==> config.mk <==
export PLATFORM = sky130hd
export DESIGN_NAME = cnf_front
export DESIGN_NICKNAME = d
export VERILOG_FILES = /design/src/design/cnf_pkg.sv /design/src/design/cnf_front.sv
export SDC_FILE = /design/constraint.sdc
export NUM_CORES = 1
export LEC_CHECK = 0
export BUFFER_PORTS_ARGS = -buffer_cell sky130_fd_sc_hd__buf_2
export CAP_MARGIN = 0
export CORE_MARGIN = 3
export CORE_UTILIZATION = 42
export DETAILED_ROUTE_END_ITERATION = 8
export PLACE_DENSITY = 0.81
export SYNTH_ARGS = -nofsm -noshare
export SYNTH_HDL_FRONTEND = slang
export SYNTH_SLANG_ARGS = --single-unit
==> constraint.sdc <==
create_clock -name clk -period 2 [get_ports clk]
set_clock_uncertainty 0.15 [all_clocks]
set_input_delay 0.2 -clock clk [delete_from_list [all_inputs] [get_ports clk]]
set_output_delay 0.2 -clock clk [all_outputs]
set_load 0.01 [all_outputs]
==> src/design/cnf_pkg.sv <==
`default_nettype none

package cnf_pkg;

	localparam int MAX_LEN_DEF = 1024;
	localparam int ELEM_W      = 16;
	localparam int MIN_W       = 11;
	localparam int CURL_W      = 11;
	localparam int PERIOD_W    = 10;

	typedef struct packed {
		logic signed [ELEM_W-1:0] element;
		logic                     last;
		logic [MIN_W-1:0]         min_curl;
	} in_t;

	typedef struct packed {
		logic [CURL_W-1:0]   curl;
		logic [PERIOD_W-1:0] period;
		logic                found;
		logic                overflow;
	} out_t;

	// bank handed back by the search side when its job is done
	typedef struct packed {
		logic en;
		logic bank;
	} rel_t;

endpackage

`default_nettype wire

==> src/design/cnf_front.sv <==
`default_nettype none

module cnf_front #(
	parameter int MAX_LEN = 1024,
	parameter int CW      = 11,
	parameter int AW      = 10,
	parameter int JW      = 24
) (
	input  wire logic         clk,
	input  wire logic         arst_n,
	input  wire logic         item_valid,
	output logic              item_stall,
	input  wire cnf_pkg::in_t item,
	input  wire cnf_pkg::rel_t rel,
	output logic              wr_en,
	output logic [AW:0]       wr_addr,
	output logic [15:0]       wr_data,
	output logic              job_push,
	output logic [JW-1:0]     job_data
);

	import cnf_pkg::*;

	typedef struct packed {
		logic             bank;
		logic             ovf;
		logic [MIN_W-1:0] min_curl;
		logic [CW-1:0]    len;
	} job_t;

	logic [CW-1:0] cnt_q;
	logic          ovf_q;
	logic          wb_q;
	logic [1:0]    bank_busy_q;
	logic [1:0]    busy_d;
	logic          accept;
	logic          store_full;
	job_t          job;

	assign item_stall = bank_busy_q[wb_q];
	assign accept     = item_valid && !item_stall;
	assign store_full = (cnt_q == CW'(MAX_LEN));

	assign wr_en   = accept && !store_full;
	assign wr_addr = {wb_q, cnt_q[AW-1:0]};
	assign wr_data = item.element;

	always_comb begin
		job.bank     = wb_q;
		job.ovf      = ovf_q | store_full;
		job.min_curl = item.min_curl;
		job.len      = store_full ? cnt_q : cnt_q + CW'(1);
	end

	assign job_push = accept && item.last;
	assign job_data = job;

	// bank in use flags: release from the back, claim on a last transaction
	always_comb begin
		busy_d = bank_busy_q;
		if (rel.en) begin
			busy_d[rel.bank] = 1'b0;
		end
		if (accept && item.last) begin
			busy_d[wb_q] = 1'b1;
		end
	end

	always_ff @(posedge clk or negedge arst_n) begin
		if (!arst_n) begin
			cnt_q       <= '0;
			ovf_q       <= 1'b0;
			wb_q        <= 1'b0;
			bank_busy_q <= 2'b00;
		end else begin
			bank_busy_q <= busy_d;
			if (accept) begin
				if (item.last) begin
					cnt_q <= '0;
					ovf_q <= 1'b0;
					wb_q  <= ~wb_q;
				end else if (store_full) begin
					ovf_q <= 1'b1;
				end else begin
					cnt_q <= cnt_q + CW'(1);
				end
			end
		end
	end

	assert property (@(posedge clk) disable iff (!arst_n)
		(accept && item.last) |=> bank_busy_q[$past(wb_q)] && (cnt_q == '0))
		else $error("last transaction did not close its bank");
	assert property (@(posedge clk) disable iff (!arst_n)
		rel.en |-> bank_busy_q[rel.bank])
		else $error("release of a bank that was not in use");
	assert property (@(posedge clk) disable iff (!arst_n)
		(cnt_q <= CW'(MAX_LEN)))
		else $error("element count beyond capacity");

endmodule

`default_nettype wire

==> flow_summary.toml, run 1 <==
[outcome]
status = "finished, violations left"
violations = "negative setup slack"

[worst_hold_path]
hp-start = "rel[1]"
min_path_type = "in2reg"

[power]
ir_drop_mv = 0.450
p_sw_uw = 559
p_seq_share_pct = 31.6
power_mw = 1.36
power_leakage_nw = 0.746
p_int_uw = 802
switching_share_pct = 41.1
powerDensity_mw_per_mm2 = 952
p_comb_share_pct = 55.8
power_frac_clock_pct = 12.6

[placed_design]
place.port_buffers = 32
place.gp.congestion = 0.882
dp_cells = 174
place_area_mm2 = 0.00120
dp.final_hpwl_mm = 2.16

[route]
drc = 0
routedWlPerCell_um = 16.4
ant_nets = 0
drtIter0Drc = 52
num_vias = 1061
routed_wl_mm = 3.14
via_per_inst = 5.53
dr.pass1.iters = 4

[yosys]
syn_inst = 151
synth_area_mm2 = 0.00129
synthDistinctLibCells = 32
syn_nets = 186
yosys_register_bits = 15
ys_warn_count = 0
avgSynthCellArea_um2 = 8.52
yosysSeqAreaShare_pct = 29.2

[critical_path]
critPathMaxStageDelay_ns = 0.40
slowest_stage = "dfrtp_1"
startpoint = "cnt_q[0]$_DFFE_PN0N_"
criticalPathCategory = "reg2out"
end_kind = "primary output"
crit_chain = "inv_2, ha_4, nor4b_4, buf_4, and4_4, xnor2_2, buf_2"
cp_max_fo = 3
worst_path_dominant_cell_family = "simple AND/OR/NAND/NOR gates"
start_kind = "flop"
cp_num_buf_inv = 3
arrival_ns = 1.75
r2r-start = "cnt_q[0]$_DFFE_PN0N_"
worstPathRequired_ns = 1.65

[clock_network]
numClockSinks = 15
cts_htree_levels = 1
cts_tree = "built"
path_clk_slew_ns = 0.08
clockRootBuffer = "clkbuf_4"
numCtsBuffers = 3
insertion_delay_ns = 0.29
clk_path_buf_depth = 2

[job]
maxCapViolCount = 0

[sta]
maxSlewHeadroom_pct = 76.3
setup_viol_count_final = 5
finalCritPeriodShare_pct = 105
worst_pin_slew_ns = 0.351
rsz0062_at_grt = "yes"
min_period_ns = 2.10
hold_ws_ns = 0.0721
slew_viol_final = 0
report.final.hold_viol_count = 0
fmax_mhz = 477
setup_ws_ns = -0.0975

[die]
die_x_um = 61.3
core_mm2 = 0.00283
io_pins = 87
die-area_mm2 = 0.00376
rows = 19
die_h_um = 61.3
start_util_pct = 45.5

[grt]
grt_usage_pct = 16.5
grt_pass1_wl_mm = 4.69
grt-ovfl-total = 0
grt_max_degree = 17
first_global_vias = 1038
antenna_found_initial = 0

[finish]
fillCellCount = 268
finish.instance_area_mm2 = 0.00143
area_growth_pct = 11.1
layout_commonest_cell = "buf_2"
drive_gt1_share_pct = 47.2
mostFrequentLayoutCells = "32 x buf_2, 18 x buf_4, 13 x dfrtp_1"
nNetsFinal = 197
antennaDiodeCount = 0
fin_cells = 192
## worst register-to-register path: stages (launching register included)
cell	delay (ns)
dfrtp_1	0.40
inv_2	0.08
ha_4	0.12
nor4b_4	0.20
buf_4	0.15
and4_4	0.26
buf_4	0.12
buf_4	0.09
nor3_2	0.04
mux2_2	0.26
## final cells by class
cell class	instances	area, um^2	area share [%]
multi-input combinational	83	638	44.7
sequential	15	378	26.4
tap	31	38.8	2.71
inverter	6	22.5	1.58
clock buffer	4	26.3	1.84
timing repair buffer	53	325	22.8
## sequential cells by signal (all words and copies together) (netlist names)
signal       flops
cnt_q           11
wb_q             1
ovf_q            1
bank_busy_q      2
## worst paths after layout
check                      slack (ns)                  endpoint  depth (start not counted)
min reg2reg                      0.36         ovf_q$_DFFE_PN0P_                          2
max                              -0.1               job_data[0]                          7
min                              0.07  bank_busy_q[0]$_DFF_PN0_                          4
max in group asynchronous        1.23          wb_q$_DFFE_PN0P_                          2
max reg2reg                      0.02      cnt_q[0]$_DFFE_PN0N_                          9
min in group asynchronous        0.20      cnt_q[4]$_DFFE_PN0N_                          2
## what timing repair did
action                                 4_1_cts  5_1_grt
pin swaps                                    4        4
hold buffers                                 3        0
setup endpoints to repair                    8       11
buffers inserted                             5        6
endpoints found under the hold margin       16        0
gates resized for setup                      7       16
## Yosys cell counts
cell type | count | area [um^2]
dfrtp_1 | 15 | 375
o311ai_0 | 1 | 8.76
mux2_2 | 1 | 11.3
and4_4 | 1 | 11.3
buf_6 | 1 | 11.3
nand2b_1 | 1 | 6.26
o21ai_1 | 1 | 5.00
mux2i_1 | 1 | 10.0
buf_4 | 41 | 308
nand2_1 | 10 | 37.5
nor3_1 | 5 | 25.0
nand3_1 | 6 | 30.0
o21ai_0 | 9 | 45.0
nor2_1 | 9 | 33.8
nand4_1 | 4 | 25.0
a21oi_1 | 1 | 5.00
xnor2_1 | 7 | 61.3
o31a_1 | 1 | 8.76
nor4b_4 | 1 | 23.8
clkbuf_2 | 1 | 5.00
ha_1 | 2 | 25.0
and2_1 | 1 | 6.26
inv_1 | 6 | 22.5
nor2b_1 | 1 | 6.26
and3_1 | 1 | 6.26
xor2_1 | 3 | 26.3
a22o_1 | 7 | 61.3
nor3_2 | 2 | 20.0
clkbuf_1 | 3 | 11.3
o31ai_1 | 4 | 30.0
a31oi_1 | 3 | 18.8
buf_2 | 1 | 5.00
## metrics by stage
step / setup slack (ns) / setup TNS (ns) / utilization, %
6_report: -0.0975 / -0.281 / 50.5
5_1_grt: -0.225 / -1.13 / 50.5
4_1_cts: -0.0603 / -0.113 / 46.2
3_5_place_dp: 0.151 / 0 / 42.3
3_3_place_gp: 0.177 / 0 / 42.3
2_1_floorplan: 0.177 / 0 / -
## kinds of logic (layout without fill, tap and decap cells)
logic type	Yosys count	count (layout)	synth area share, %
XOR/XNOR	10	10	6.81
adder cells (fa/ha/maj)	2	2	1.95
flip-flops	15	15	29.2
buffers and inverters	53	63	28.2
AND/OR/NAND/NOR	42	42	18.0
multiplexers	2	2	1.65
AO/OA/AOI/OAI	27	27	14.2
## power groups by stage
stage	registers (mW)	clock network (mW)	logic, mW
3_5_place_dp	0.430	0	0.614
2_1_floorplan	0.424	0	0.519
3_3_place_gp	0.428	0	0.606
4_1_cts	0.421	0.176	0.688
5_1_grt	0.443	0.189	0.836
6_report	0.430	0.171	0.760
## metal layers
layer,global-route usage (%),vias up,wire length (um)
met3,3.77,21,263
met4,9.09,0,95
met2,26.6,65,1540
met5,0,-,0
met1,20.2,477,1240
li1,-,498,-
No activity file was read; power rests on OpenSTA's default activity.
==> run 2: changes to the inputs <==
==> constraint.sdc (replaced) <==
create_clock -name clk -period 2.2 [get_ports clk]
set_clock_uncertainty 0.15 [all_clocks]
set_input_delay 0.22 -clock clk [delete_from_list [all_inputs] [get_ports clk]]
set_output_delay 0.22 -clock clk [all_outputs]
set_load 0.01 [all_outputs]
==> run 2 against run 1 <==
Effect of this change: the run still ends with negative setup slack left; setup slack improved by 0.059 ns; final cell count decreased by 5.2%; first-iteration DRC count decreased by 21%; sequential power down 2%; combinational power down 21%; total power fell by 13%; critical path type unchanged; highest routed layer unchanged.
==> flow_summary.toml, run 2 (synthesized netlist as in run 1, its figures left out) <==
[critical_path]
slowest_stage = "dfrtp_2"
start_kind = "flop"
worst_path_dominant_cell_family = "simple AND/OR/NAND/NOR gates"
cp_num_buf_inv = 2
critical_path_cell_count = 7
arrival_ns = 1.87
cp_max_fo = 6
worstPathRequired_ns = 1.83
crit_chain = "inv_2, ha_4, nor4b_4, nand4_1, nand2_1, xnor2_1, buf_2"
end_kind = "primary output"
critPathMaxStageDelay_ns = 0.45
r2r_cells = 4
criticalPathCategory = "reg2out"

[sta]
rsz0062_at_grt = "yes"
worst_pin_slew_ns = 0.347
min_period_ns = 2.24
setup_ws_ns = -0.0389
slew_viol_final = 0
report.final.hold_viol_count = 0
fmax_mhz = 447
hold_ws_ns = 0.0867
finalCritPeriodShare_pct = 102
maxSlewHeadroom_pct = 76.9
setup_viol_count_final = 1

[route]
routed_wl_mm = 2.91
drtIter0Drc = 41
drc = 0
ant_nets = 0
num_vias = 1046
dr.pass1.iters = 4
via_per_inst = 5.75
routedWlPerCell_um = 16.0

[finish]
layout_commonest_cell = "buf_2"
nNetsFinal = 187
area_growth_pct = 0.778
multi_input_area_um2 = 578
fillCellCount = 275
largest-register = "cnt_q"
largest_reg_flops = 11
seqCellArea_um2 = 380
antennaDiodeCount = 0
mostFrequentLayoutCells = "32 x buf_2, 11 x dfrtp_1, 9 x nand2_1"
drive_gt1_share_pct = 39.7
reg_top3 = "cnt_q: 11 flops, bank_busy_q: 2 flops"
fin_util_pct = 45.8

[clock_network]
numCtsBuffers = 3
insertion_delay_ns = 0.29
clk_path_buf_depth = 2
numClockSinks = 15
cts_htree_levels = 1
path_clk_slew_ns = 0.09
cts_tree = "built"
clockRootBuffer = "clkbuf_4"

[power]
p_int_uw = 688
power_leakage_nw = 0.638
p_sw_uw = 496
ir_drop_mv = 0.416
p_comb_share_pct = 50.5
power_frac_clock_pct = 13.8
switching_share_pct = 41.9
powerDensity_mw_per_mm2 = 914
p_seq_share_pct = 35.7

[die]
io_pins = 87
core_mm2 = 0.00283
start_util_pct = 45.5
rows = 19
die_x_um = 61.3
die-area_mm2 = 0.00376
die_h_um = 61.3

[grt]
grt_usage_pct = 15.5
antenna_found_initial = 0
grt_max_degree = 17
first_global_vias = 967
grt_pass1_wl_mm = 4.37
grt-ovfl-total = 0

[placed_design]
place.gp.congestion = 0.853
dp.final_hpwl_mm = 2.06
place.port_buffers = 32

[outcome]
violations = "negative setup slack"
status = "finished, violations left"

[job]
maxCapViolCount = 0

[worst_hold_path]
min_path_cells = 4
min_path_type = "in2reg"
## run 2: cell count changes in the layout (fill, tap and decap cells not counted), sizes merged
cell  previous run  this run
buf             50        40
## run 2: repair_timing
item | CTS | global route
setup buffers | 6 | 1
hold endpoints to repair | 16 | 0
hold buffers | 3 | 0
resized for setup | 2 | 12
pin swaps | 2 | 4
setup endpoints to repair | 4 | 9
## run 2: cell type report
cell class,count,share of cell area [%]
Clock buffer,4,2.03
Inverter,6,1.74
Multi-Input combinational cell,83,44.6
Sequential cell,15,29.3
Tap cell,31,2.99
Timing Repair Buffer,43,19.3
## run 2: final timing paths
| path | start | end | slack (ns) |
|---|---|---|---|
| min in group asynchronous | arst_n | cnt_q[3]$_DFFE_PN0N_ | 0.21 |
| setup reg to reg | wb_q$_DFFE_PN0P_ | cnt_q[0]$_DFFE_PN0N_ | 0.37 |
| hold reg to reg | ovf_q$_DFFE_PN0P_ | ovf_q$_DFFE_PN0P_ | 0.35 |
| setup / recovery | cnt_q[0]$_DFFE_PN0N_ | job_data[2] | -0.04 |
| hold / removal | rel[1] | bank_busy_q[0]$_DFF_PN0_ | 0.09 |
| max in group asynchronous | arst_n | cnt_q[7]$_DFFE_PN0N_ | 1.41 |
## run 2: worst min-delay path, delay by kind of cell
kind                   cells  cell delay [ns]
buffers and inverters      2             0.15
AOI/OAI and AO/OA          2             0.13
## run 2: routing by layer
metal / GRT usage [%] / wire length, um / part of all wire [%]
met5: 0 / 0 / 0
met4: 8.48 / 87 / 3.0
met3: 3.35 / 234 / 8.1
met2: 26.0 / 1390 / 48
met1: 18.4 / 1200 / 41
## run 2: metrics by stage
stage	total power [mW]	setup WS, ns	std cells	TNS (ns)	area [um^2]
2_1_floorplan	0.858	0.357	151	0	1290
3_3_place_gp	0.891	0.298	168	0	1150
3_5_place_dp	0.906	0.231	168	0	1150
4_1_cts	1.14	0.0145	181	0	1260
5_1_grt	1.28	-0.123	182	-0.298	1300
6_report	1.18	-0.0389	182	-0.0389	1300
## run 2: power by group through the flow
stage | combinational [mW] | sequential, mW | clock, mW
after global routing | 0.665 | 0.434 | 0.180
after detailed placement | 0.470 | 0.436 | 0
after CTS | 0.557 | 0.415 | 0.165
after floorplan | 0.472 | 0.386 | 0
after global placement | 0.460 | 0.431 | 0
final | 0.598 | 0.423 | 0.163
