<file path="src/design/cnf_queue.sv">
`default_nettype none

module cnf_queue #(
	parameter int W = 8
) (
	input  wire logic         clk,
	input  wire logic         arst_n,
	input  wire logic         push,
	input  wire logic [W-1:0] push_data,
	input  wire logic         pop,
	output logic [W-1:0]      pop_data,
	output logic              empty,
	output logic              full
);

	logic [W-1:0] entry_q [2];
	logic         wr_ptr_q;
	logic         rd_ptr_q;
	logic [1:0]   count_q;

	assign empty    = (count_q == 2'd0);
	assign full     = (count_q == 2'd2);
	assign pop_data = entry_q[rd_ptr_q];

	always_ff @(posedge clk) begin
		if (push && !full) begin
			entry_q[wr_ptr_q] <= push_data;
		end
	end

	always_ff @(posedge clk or negedge arst_n) begin
		if (!arst_n) begin
			wr_ptr_q <= 1'b0;
			rd_ptr_q <= 1'b0;
			count_q  <= 2'd0;
		end else begin
			if (push && !full) begin
				wr_ptr_q <= ~wr_ptr_q;
			end
			if (pop && !empty) begin
				rd_ptr_q <= ~rd_ptr_q;
			end
			if ((push && !full) && !(pop && !empty)) begin
				count_q <= count_q + 2'd1;
			end else if (!(push && !full) && (pop && !empty)) begin
				count_q <= count_q - 2'd1;
			end
		end
	end

	assert property (@(posedge clk) disable iff (!arst_n)
		(pop && !empty && !push) |=> (count_q == $past(count_q) - 2'd1))
		else $error("queue count did not drop on pop");
	assert property (@(posedge clk) disable iff (!arst_n)
		(count_q != 2'd3))
		else $error("queue count out of range");
	assert property (@(posedge clk) disable iff (!arst_n)
		(count_q == 2'd2) |-> (wr_ptr_q == rd_ptr_q))
		else $error("queue pointers disagree with a full count");

endmodule

`default_nettype wire

</file>
<file path="config.mk">
export PLATFORM = sky130hd
export DESIGN_NAME = cnf_queue
export DESIGN_NICKNAME = d
export VERILOG_FILES = /design/src/design/cnf_queue.sv
export SDC_FILE = /design/constraint.sdc
export NUM_CORES = 1
export LEC_CHECK = 0
export ABC_AREA = 1
export BUFFER_PORTS_ARGS = -buffer_cell sky130_fd_sc_hd__buf_2
export CAP_MARGIN = 40
export CORE_AREA = 2 2 44 46
export CTS_CLUSTER_SIZE = 28
export DETAILED_ROUTE_END_ITERATION = 6
export DIE_AREA = 0 0 46 48
export GPL_TIMING_DRIVEN = 0
export HOLD_SLACK_MARGIN = 0.03
export PLACE_DENSITY = 0.73
export SYNTH_ARGS = -nofsm -noshare
export SYNTH_HDL_FRONTEND = slang
export SYNTH_SLANG_ARGS = --single-unit
</file>
<file path="constraint.sdc">
create_clock -name clk -period 3.53 [get_ports clk]
set_clock_uncertainty 0.05 [all_clocks]
set_input_delay 0.353 -clock clk [delete_from_list [all_inputs] [get_ports clk]]
set_output_delay 0.353 -clock clk [all_outputs]
set_load 0.02 [all_outputs]
</file>
==> results of run 1 <==
==> layout make-up <==
class | count | area, um^2
Fill cell | 138 | 712
Inverter | 8 | 30.0
Buffer | 1 | 5.00
Clock buffer | 4 | 26.3
Sequential cell | 20 | 581
Multi-Input combinational cell | 44 | 199
Timing Repair Buffer | 22 | 115
Tap cell | 17 | 21.3
==> final timing paths <==
path / cells after the start / endpoint
min in group asynchronous: 2 / rd_ptr_q$_DFFE_PN0P_
max in group asynchronous: 2 / count_q[1]$_DFFE_PN0P_
worst min-delay path: 1 / entry_q[0][4]$_DFFE_PP_
worst max-delay path: 5 / pop_data[3]
worst max register to register: 2 / entry_q[1][1]$_DFFE_PP_
worst min register to register: 2 / wr_ptr_q$_DFFE_PN0N_
==> synthesized netlist by cell type <==
| cell type | instances |
|---|---|
| buf_2 | 1 |
| dfrtp_1 | 4 |
| edfxtp_1 | 16 |
| ha_1 | 1 |
| inv_1 | 6 |
| inv_2 | 2 |
| nand2_1 | 33 |
| nand3_1 | 1 |
| nand3b_1 | 1 |
| nand4_1 | 1 |
| nor2_1 | 2 |
| nor2_2 | 1 |
| nor2_4 | 1 |
| o21ai_1 | 2 |
| xnor2_1 | 1 |
==> critical path, stage by stage, from the launching register on <==
cell and delay, ns:
dfrtp_1 0.38, buf_2 0.18, inv_2 0.16, nand2_1 0.07, nand2_1 0.06, buf_2 0.16
==> sequential cells by signal, summed over array words and instances (netlist names) <==
register  flops
count_q       2
rd_ptr_q      1
entry_q      16
wr_ptr_q      1
==> metal layers <==
metal / wire [um] / share of wire (%)
met5: 0 / 0
met3: 82 / 6.0
met2: 677 / 49
met1: 576 / 42
met4: 39 / 2.8
==> cell usage in the layout, fill, tap and decap left out <==
master and count:
nand3b_1 1, nand4_1 1, dfrtp_1 4, ha_1 1, nor2_4 1, inv_2 2
nand3_1 1, o21ai_1 2, edfxtp_1 16, inv_1 6, xnor2_1 1, dlygate4sd3_1 1
clkbuf_4 3, clkbuf_1 1, buf_2 22, nor2_1 2, nand2_1 33, nor2_2 1
==> stage by stage <==
step / setup slack (ns) / instances
2_1_floorplan: 2.06 / 73
3_3_place_gp: 1.98 / 111
3_5_place_dp: 1.97 / 111
4_1_cts: 1.81 / 116
5_1_grt: 1.72 / 116
6_report: 1.83 / 116
==> cells by family (layout without fill, tap and decap cells) <==
group                    count (synthesis)  count (layout)  share of synthesized area, %
AO/OA/AOI/OAI                            2               2                          1.23
XOR/XNOR                                 1               1                          1.08
adder cells (fa/ha/maj)                  1               1                          1.54
buffers and inverters                    9              35                          4.30
AND/OR/NAND/NOR                         40              40                          20.6
flip-flops                              20              20                          71.3
==> power breakdown <==
part	switching, mW	internal [mW]	total [mW]
Combinational	0.238	0.112	0.350
Sequential	0.0317	0.328	0.360
Clock	0.0629	0.0439	0.107
Total	0.333	0.484	0.817
==> what timing repair did <==
action                    CTS  global route
setup buffers               0             0
hold endpoints to repair    4             0
hold buffers                1             0
gates resized for setup     0             0
==> impl_metrics.csv, run 1 <==
group,metric,value,unit
run_status,status,"finished clean",
die,floorplan.core_area,1690,um^2
timing,fmaxAchievable,588,MHz
yosys,synth_cell_types,15,
timing,rsz0062_at_grt,"false",
grt,globalRoute.totalOverflow,0,
yosys,synth_cells,73,
hold_path,holdCritPathClass,"in -> reg",
yosys,synthDominantAreaCellType,"edfxtp_1",
pwr,sum_of_internal_switching_and_leakage_power,0.817,mW
cts,cts-buffers-inserted,3,
timing,final_max_slew_viol_count,0,
cells_and_area,final_layout_size_suffix_gt1_share,29.3,%
timing,number_of_failing_hold_endpoints_at_the_final_stage,0,
detailed_routing,drcViolationCount,0,
detailed_routing,drt_wl_total,1380,um
yosys,synth_top_cells_by_area,"edfxtp_1, nand2_1, dfrtp_1",
cells_and_area,final_core_util,57.9,%
cts,cts.sink_count,20,
setup_path,critical_path.endpoint_type,"output pin",
grt,antenna_found_initial,0,
timing,period_share,48.2,%
cts,clock_latency_on_the_worst_skew_pair,0.29,ns
timing,setup_failing_eps_final,0,
timing,final_period_demand_of_the_worst_path,1.70,ns
timing,worst_slew_pin_slew,0.666,ns
die,initial_core_util,48.2,%
yosys,synth.top_cell.area_share,59.0,%
grt,globalRouteTotalUtil,14.8,%
cells_and_area,final_stage_net_count,113,
cts,clock_tree_from_tritoncts,"done",
pwr,power_density,836,nW/um^2
cts,root_buffer,"clkbuf_4",
cells_and_area,antennaDiodeCount,0,
grt,maximum_number_of_pins_on_one_net_before_global_route_repair,12,
cts,cts.reportedPaths.clkPinSlew,0.10,ns
grt,gr-usage-met1,16.5,%
yosys,syn-cell-area,815,um^2
detailed_routing,detailedRoute.firstIterationViolations,10,
grt,met3_routing_resource_usage_after_global_routing,4.15,%
cells_and_area,finish.instance_area,977,um^2
placement,hpwlAfterDp,983,um
setup_path,worst-setup-path-type,"reg -> out",
cts,htreeDepth,1,
placement,buffer_ports.inserted,21,
yosys,yosys_register_bits,20,
setup_path,startpoint,"rd_ptr_q$_DFFE_PN0P_",
timing,worst_slew_margin_relative_to_its_limit,55.4,%
setup_path,r2r_setup_slack,1.98,ns
detailed_routing,ant_nets,0,
setup_path,timing.critical_path.fanout_max,10,
placement,finalWeightedCongestion,0.816,
cells_and_area,area_growth_syn_to_layout,20.0,%
detailed_routing,vias,580,
grt,grtUsageMet2,24.2,%
setup_path,cp-start-kind,"flip-flop",
pwr,vdd_ir_drop_max,426,uV
timing,final.hold.worst_slack,0.192,ns
hold_path,hold_path.startpoint,"push_data[4]",
die,dieWidth,46,um
grt,grt_busiest_layer,"met2",
setup_path,worstPathArrival,1.30,ns
yosys,mappedNetlistNets,86,
pwr,leakagePower,0.468,nW
die,placement_rows,15,
grt,global_route_wire_length_before_repair,2060,um
cts,clockBufferDepth,2,
yosys,yosysWarnings,0,
flow_run,max_cap_viol_count,0,
detailed_routing,detailedRoute.firstPassIterationCount,4,
detailed_routing,drt-vias-per-instance,5.00,
placement,detailed_place.area,941,um^2
die,floorplan.io_pins,22,
grt,first_global_vias,482,
die,area_enclosed_by_the_die_boundary,2210,um^2
yosys,sequential_to_total_area_share_from_yosys_stat,71.3,%
detailed_routing,wl_per_cell,11.9,um
timing,finalSetupTns,0,ns
yosys,avgSynthCellArea,11.2,um^2
die,chipHeight,48,um
setup_path,cp.required,3.13,ns
setup_path,reg2reg_from,"count_q[0]$_DFFE_PN0P_",
Power figures use the tool's default switching activity.
==> inputs of run 2 (changes only) <==
ABC_AREA = 0   (was 1)
CORE_AREA = 2 2 45 47   (was 2 2 44 46)
DIE_AREA = 0 0 47 49   (was 0 0 46 48)
PLACE_DENSITY = 0.7   (was 0.73)
clock period = 1.4 ns   (was 3.53 ns; I/O delays follow)
==> impl_metrics.csv, run 2 <==
group,metric,value,unit
detailed_routing,met2_length,736,um
pwr,comb_power_share,50.3,%
cts,clockBufferDepth,2,
timing,worst_slew_margin_relative_to_its_limit,82.7,%
timing,final_max_slew_viol_count,0,
timing,worst_slack,-0.0698,ns
setup_path,timing.critical_path.fanout_max,5,
cells_and_area,final_layout_size_suffix_gt1_share,53.7,%
cells_and_area,number_of_flip_flops_in_the_largest_register,16,
cts,clock_tree_from_tritoncts,"done",
cts,htreeDepth,1,
setup_path,worst-setup-path-type,"reg -> out",
die,area_enclosed_by_the_die_boundary,2300,um^2
grt,maximum_number_of_pins_on_one_net_before_global_route_repair,12,
grt,antenna_found_initial,0,
cells_and_area,final_core_util,64.6,%
setup_path,r2r_setup_slack,0.01,ns
yosys,synth_cells,44,
yosys,yosysMostFrequentCell,"edfxtp_1",
pwr,power.switching,0.801,mW
yosys,synth.top_cell.area_share,62.0,%
cts,cts.sink_count,20,
pwr,power_report.internal_total,1.60,mW
cells_and_area,most_frequent_standard_cell_in_the_layout_excluding_fill_and_tap_cells,"edfxtp_1",
placement,detailed_place.area,916,um^2
detailed_routing,drcViolationCount,0,
setup_path,path_buf_inv,2,
setup_path,ff2ff_path_depth,7,
die,dieWidth,47,um
setup_path,critical_path.endpoint_type,"output pin",
setup_path,cp-start-kind,"flip-flop",
detailed_routing,vias,476,
cts,cts-buffers-inserted,3,
cells_and_area,area_growth_syn_to_layout,53.6,%
placement,buffer_ports.inserted,21,
detailed_routing,detailedRoute.firstIterationViolations,8,
run_status,status,"finished, violations left",
grt,globalRoute.totalOverflow,0,
yosys,syn-cell-area,774,um^2
setup_path,r2r-end,"count_q[1]$_DFFE_PN0P_",
timing,period_share,105,%
cells_and_area,final_stage_net_count,96,
placement,finalWeightedCongestion,0.587,
timing,final_period_demand_of_the_worst_path,1.47,ns
cts,clock_latency_on_the_worst_skew_pair,0.28,ns
detailed_routing,drt_wl_total,1370,um
yosys,netlist_top_cells_count,"edfxtp_1, mux2_1, dfrtp_1, nor2_1, xnor2_1",
pwr,power_switching_share,33.3,%
cells_and_area,largest_register,"entry_q",
yosys,mappedNetlistNets,57,
setup_path,critical-path-top-delay-family,"flip-flops",
yosys,synth_cell_types,14,
grt,global_route_wire_length_before_repair,2110,um
detailed_routing,detailedRoute.firstPassIterationCount,2,
detailed_routing,maxUsedRoutingLayer,"met3",
yosys,sequential_to_total_area_share_from_yosys_stat,75.0,%
timing,rsz0062_at_grt,"true",
timing,number_of_failing_hold_endpoints_at_the_final_stage,0,
die,placement_rows,16,
cells_and_area,most-common-layout-cells,"edfxtp_1, buf_2, buf_6",
detailed_routing,ant_nets,0,
yosys,yosys_register_bits,20,
setup_path,timing.critical_path.cells,"buf_6, mux2_4, buf_6",
setup_path,reg2reg_from,"count_q[0]$_DFFE_PN0P_",
yosys,avgSynthCellArea,17.6,um^2
detailed_routing,route.met3.wl,56,um
cells_and_area,top_regs,"entry_q (16), count_q (2)",
hold_path,min_delay_worst_endpoint,"rd_ptr_q$_DFFE_PN0P_",
grt,first_global_vias,499,
die,floorplan.io_pins,22,
timing,final.hold.worst_slack,0.110,ns
hold_path,holdCritPathClass,"in -> reg",
setup_path,cpMostUsedCell,"buf_6",
die,chipHeight,49,um
detailed_routing,wl_per_cell,12.5,um
pwr,leakagePower,0.506,nW
flow_run,max_cap_viol_count,0,
yosys,synth_top_cells_by_area,"edfxtp_1, dfrtp_1, mux2_1",
hold_path,hold_path.startpoint,"pop",
yosys,count_of_flip_flops_with_a_built_in_enable_after_synthesis,16,
pwr,vdd_ir_drop_max,1120,uV
detailed_routing,drt-vias-per-instance,4.37,
yosys,synth-main-ff-cell,"edfxtp_1",
cells_and_area,finish.instance_area,1190,um^2
timing,finalSetupTns,-0.484,ns
setup_path,critical-path-slowest-cell,"dfrtp_1",
timing,fmaxAchievable,680,MHz
setup_path,worstPathArrival,1.28,ns
pwr,power_density,2020,nW/um^2
timing,worst_slew_pin_slew,0.258,ns
pwr,sequentialPowerShare,38.6,%
yosys,yosysWarnings,0,
cells_and_area,antennaDiodeCount,0,
setup_path,cp.required,1.21,ns
setup_path,critical_path.max_stage_delay,0.42,ns
die,floorplan.core_area,1840,um^2
detailed_routing,detail_route.wirelength.met1,573,um
yosys,synthDominantAreaCellType,"edfxtp_1",
pwr,clock_group_share_of_total_power,11.1,%
yosys,async_flop_share,20.0,%
placement,placement.setup.worst_slack,-0.0808,ns
run_status,failed_checks,"negative setup slack",
hold_path,min_delay_path_depth,3,
cts,root_buffer,"clkbuf_4",
die,initial_core_util,42.1,%
cts,cts.reportedPaths.clkPinSlew,0.10,ns
timing,setup_failing_eps_final,8,
grt,globalRouteTotalUtil,13.3,%
==> run 2: kinds of logic after synthesis <==
logic type                 synth area share (%)
xor gates and xnor gates                   5.66
and+or+nand+nor                            3.88
AOI/OAI and AO/OA                         0.646
buffers and inverters                      1.62
DFF                                        75.0
muxes                                      11.6
adders and majority gates                  1.62
==> run 2: power groups by stage <==
stage	registers [mW]	logic (mW)	clock network [mW]
2_1_floorplan	0.903	0.557	0
3_3_place_gp	0.912	0.749	0
3_5_place_dp	0.919	0.754	0
4_1_cts	0.924	1.20	0.273
5_1_grt	0.946	1.30	0.297
6_report	0.930	1.21	0.266
==> run 2: how the worst max path moves through the flow <==
stage / slack, ns / cells after the start / from / end
CTS: -0.07 / 3 / rd_ptr_q$_DFFE_PN0P_ / pop_data[5]
floorplan: -0.008 / 6 / count_q[0]$_DFFE_PN0P_ / count_q[1]$_DFFE_PN0P_
global route: -0.11 / 3 / rd_ptr_q$_DFFE_PN0P_ / pop_data[5]
global placement: -0.1 / 7 / count_q[0]$_DFFE_PN0P_ / count_q[1]$_DFFE_PN0P_
finish: -0.07 / 3 / rd_ptr_q$_DFFE_PN0P_ / pop_data[5]
detailed placement: -0.08 / 6 / count_q[0]$_DFFE_PN0P_ / count_q[1]$_DFFE_PN0P_
==> run 2: final cells by class <==
| cell class | count | area (um^2) |
|---|---|---|
| Tap cell | 27 | 33.8 |
| Fill cell | 150 | 652 |
| Multi-Input combinational cell | 21 | 249 |
| Buffer | 1 | 11.3 |
| Timing Repair Buffer | 34 | 279 |
| Inverter | 2 | 10.0 |
| Sequential cell | 20 | 581 |
| Clock buffer | 4 | 26.3 |
==> run 2: what timing repair did <==
action / CTS / global route
gates cloned: 1 / 0
endpoints found under the hold margin: 20 / 0
setup endpoints to repair: 25 / 25
hold buffers: 9 / 0
pin swaps: 2 / 1
gates resized for setup: 34 / 3
buffers inserted: 3 / 0
==> run 2: through the flow <==
stage	std cells	total power, mW
final	109	2.41
after global routing	109	2.54
after CTS	109	2.40
after detailed placement	92	1.67
after global placement	92	1.66
after floorplan	44	1.46
==> run 2: worst register-to-register path: cells and delay by family (launching register included) <==
family	cells	cell delay, ns
flip-flops	1	0.43
AND/OR/NAND/NOR	3	0.37
XOR/XNOR	2	0.29
adder cells (fa/ha/maj)	1	0.14
buffers and inverters	1	0.04
==> run 2: per-layer routing <==
metal | GRT usage (%) | vias to the layer above
met2 | 23.3 | 16
met1 | 15.8 | 225
met4 | 2.78 | 0
li1 | - | 235
met5 | 0 | -
met3 | 3.33 | 0
==> inputs of run 3 (changes only) <==
ABC_AREA = 1   (was 0)
CORE_AREA = 2 2 47 49   (was 2 2 45 47)
CTS_CLUSTER_SIZE = unset   (was 28)
DIE_AREA = 0 0 49 51   (was 0 0 47 49)
PLACE_DENSITY = 0.68   (was 0.7)
==> impl_metrics.csv, run 3 (synthesis gave the netlist of run 1 again) <==
group,metric,value,unit
run_status,status,"finished clean",
cells_and_area,antennaDiodeCount,0,
timing,final_period_demand_of_the_worst_path,1.38,ns
detailed_routing,vias,605,
cts,clock_latency_on_the_worst_skew_pair,0.29,ns
grt,maximum_number_of_pins_on_one_net_before_global_route_repair,13,
setup_path,cpMostUsedCell,"nand2_1",
grt,antenna_found_initial,0,
flow_run,max_cap_viol_count,0,
cells_and_area,most-common-layout-cells,"nand2_1, buf_2, edfxtp_1",
cells_and_area,final_layout_size_suffix_gt1_share,37.2,%
detailed_routing,drcViolationCount,0,
setup_path,critical_path.endpoint_type,"output pin",
setup_path,timing.critical_path.fanout_max,9,
pwr,leakagePower,0.549,nW
setup_path,cp-start-kind,"flip-flop",
timing,period_share,98.8,%
detailed_routing,detailedRoute.firstPassIterationCount,2,
pwr,power_density,2130,nW/um^2
cells_and_area,fin_cells,141,
cts,clock_tree_from_tritoncts,"done",
placement,hpwlAfterDp,959,um
cells_and_area,largest_register,"entry_q",
die,placement_rows,17,
timing,final_max_slew_viol_count,0,
die,initial_core_util,39.5,%
detailed_routing,detailedRoute.firstIterationViolations,3,
cells_and_area,final_stage_net_count,127,
setup_path,critical_path.max_stage_delay,0.39,ns
setup_path,timing.critical_path.cells,"buf_6, buf_12, nand2_1, nand2_1, buf_2",
timing,number_of_failing_hold_endpoints_at_the_final_stage,0,
pwr,vdd_ir_drop_max,1080,uV
setup_path,worst-setup-path-type,"reg -> out",
cts,cts.reportedPaths.clkPinSlew,0.10,ns
grt,globalRouteTotalUtil,12.7,%
cts,cts.sink_count,20,
setup_path,ff2ff_path_depth,6,
cells_and_area,fillerInstances,181,
die,floorplan.io_pins,22,
die,floorplan.core_area,2060,um^2
grt,global_route_wire_length_before_repair,2350,um
placement,dpl.cell_count,122,
cells_and_area,most_frequent_standard_cell_in_the_layout_excluding_fill_and_tap_cells,"nand2_1",
die,area_enclosed_by_the_die_boundary,2500,um^2
cells_and_area,top_regs,"entry_q (16), count_q (2)",
cts,cts-buffers-inserted,3,
setup_path,worstPathArrival,1.19,ns
detailed_routing,drt-vias-per-instance,4.29,
cells_and_area,area_growth_syn_to_layout,48.7,%
timing,setup_failing_eps_final,0,
timing,worst_slew_pin_slew,0.276,ns
placement,finalWeightedCongestion,0.720,
hold_path,holdCritPathClass,"in -> reg",
detailed_routing,drt_wl_total,1430,um
die,chipHeight,51,um
timing,fmaxAchievable,723,MHz
timing,final.hold.worst_slack,0.0523,ns
placement,buffer_ports.inserted,21,
timing,worst_slack,0.0164,ns
cts,clockBufferDepth,2,
detailed_routing,ant_nets,0,
grt,first_global_vias,561,
detailed_routing,wl_per_cell,10.1,um
timing,worst_slew_margin_relative_to_its_limit,81.5,%
setup_path,critical-path-slowest-cell,"dfrtp_1",
setup_path,r2r_setup_slack,0.06,ns
timing,rsz0062_at_grt,"true",
cells_and_area,number_of_flip_flops_in_the_largest_register,16,
hold_path,min_delay_path_depth,3,
cts,root_buffer,"clkbuf_4",
placement,placement.setup.worst_slack,-0.163,ns
die,dieWidth,49,um
grt,globalRoute.totalOverflow,0,
cts,htreeDepth,1,
setup_path,cp.required,1.21,ns
## run 3: per-stage QoR
| stage | utilization (%) | TNS (ns) | area, um^2 | power [mW] |
|---|---|---|---|---|
| floorplan | - | 0 | 820 | 1.54 |
| global route | 58.7 | -0.186 | 1210 | 2.74 |
| global placement | 46.5 | -1.42 | 960 | 1.78 |
| CTS | 55.1 | 0 | 1140 | 2.38 |
| detailed placement | 46.5 | -1.32 | 960 | 1.81 |
| finish | 58.7 | 0 | 1210 | 2.57 |
## run 3: worst max-delay path, delay by kind of cell (launching register included)
| family | cells | cell delay (ns) |
|---|---|---|
| flops | 1 | 0.39 |
| buf+inv | 3 | 0.43 |
| simple gates | 2 | 0.09 |
## run 3: timing repair
action,4_1_cts,5_1_grt
setup buffers,2,3
endpoints found under the setup margin,25,24
hold endpoints to repair,20,0
gates resized for setup,5,10
gates cloned,1,0
pin swaps,0,1
hold buffers,9,0
## run 3: layout make-up
type,instances,area (um^2),area share [%]
timing repair inverter,1,7.51,0.620
buffer,1,11.3,0.930
timing repair buffer,35,260,21.5
clock inverter,1,30.0,2.48
clock buffer,3,22.5,1.86
sequential,20,582,48.0
multi-input combinational,44,230,19.0
inverter,8,32.5,2.69
tap,28,35.0,2.89
## run 3: worst paths after layout
check | start | end
max | rd_ptr_q$_DFFE_PN0P_ | pop_data[4]
min | pop | rd_ptr_q$_DFFE_PN0P_
max reg2reg | count_q[0]$_DFFE_PN0P_ | count_q[1]$_DFFE_PN0P_
min reg2reg | wr_ptr_q$_DFFE_PN0N_ | wr_ptr_q$_DFFE_PN0N_
max in group asynchronous | arst_n | count_q[0]$_DFFE_PN0P_
min in group asynchronous | arst_n | count_q[0]$_DFFE_PN0P_
## run 3: power breakdown
part	internal, mW	switching, mW	leakage (nW)
Clock	0.289	0.163	0.0279
Combinational	0.518	0.687	0.325
Sequential	0.829	0.0877	0.196
## run 3: layer usage
metal | vias up | global-route usage (%) | wire [um]
met5 | - | 0 | 0
met4 | 0 | 8.57 | 19
met3 | 2 | 1.17 | 36
met2 | 13 | 22.4 | 749
met1 | 274 | 14.9 | 623
li1 | 316 | - | -
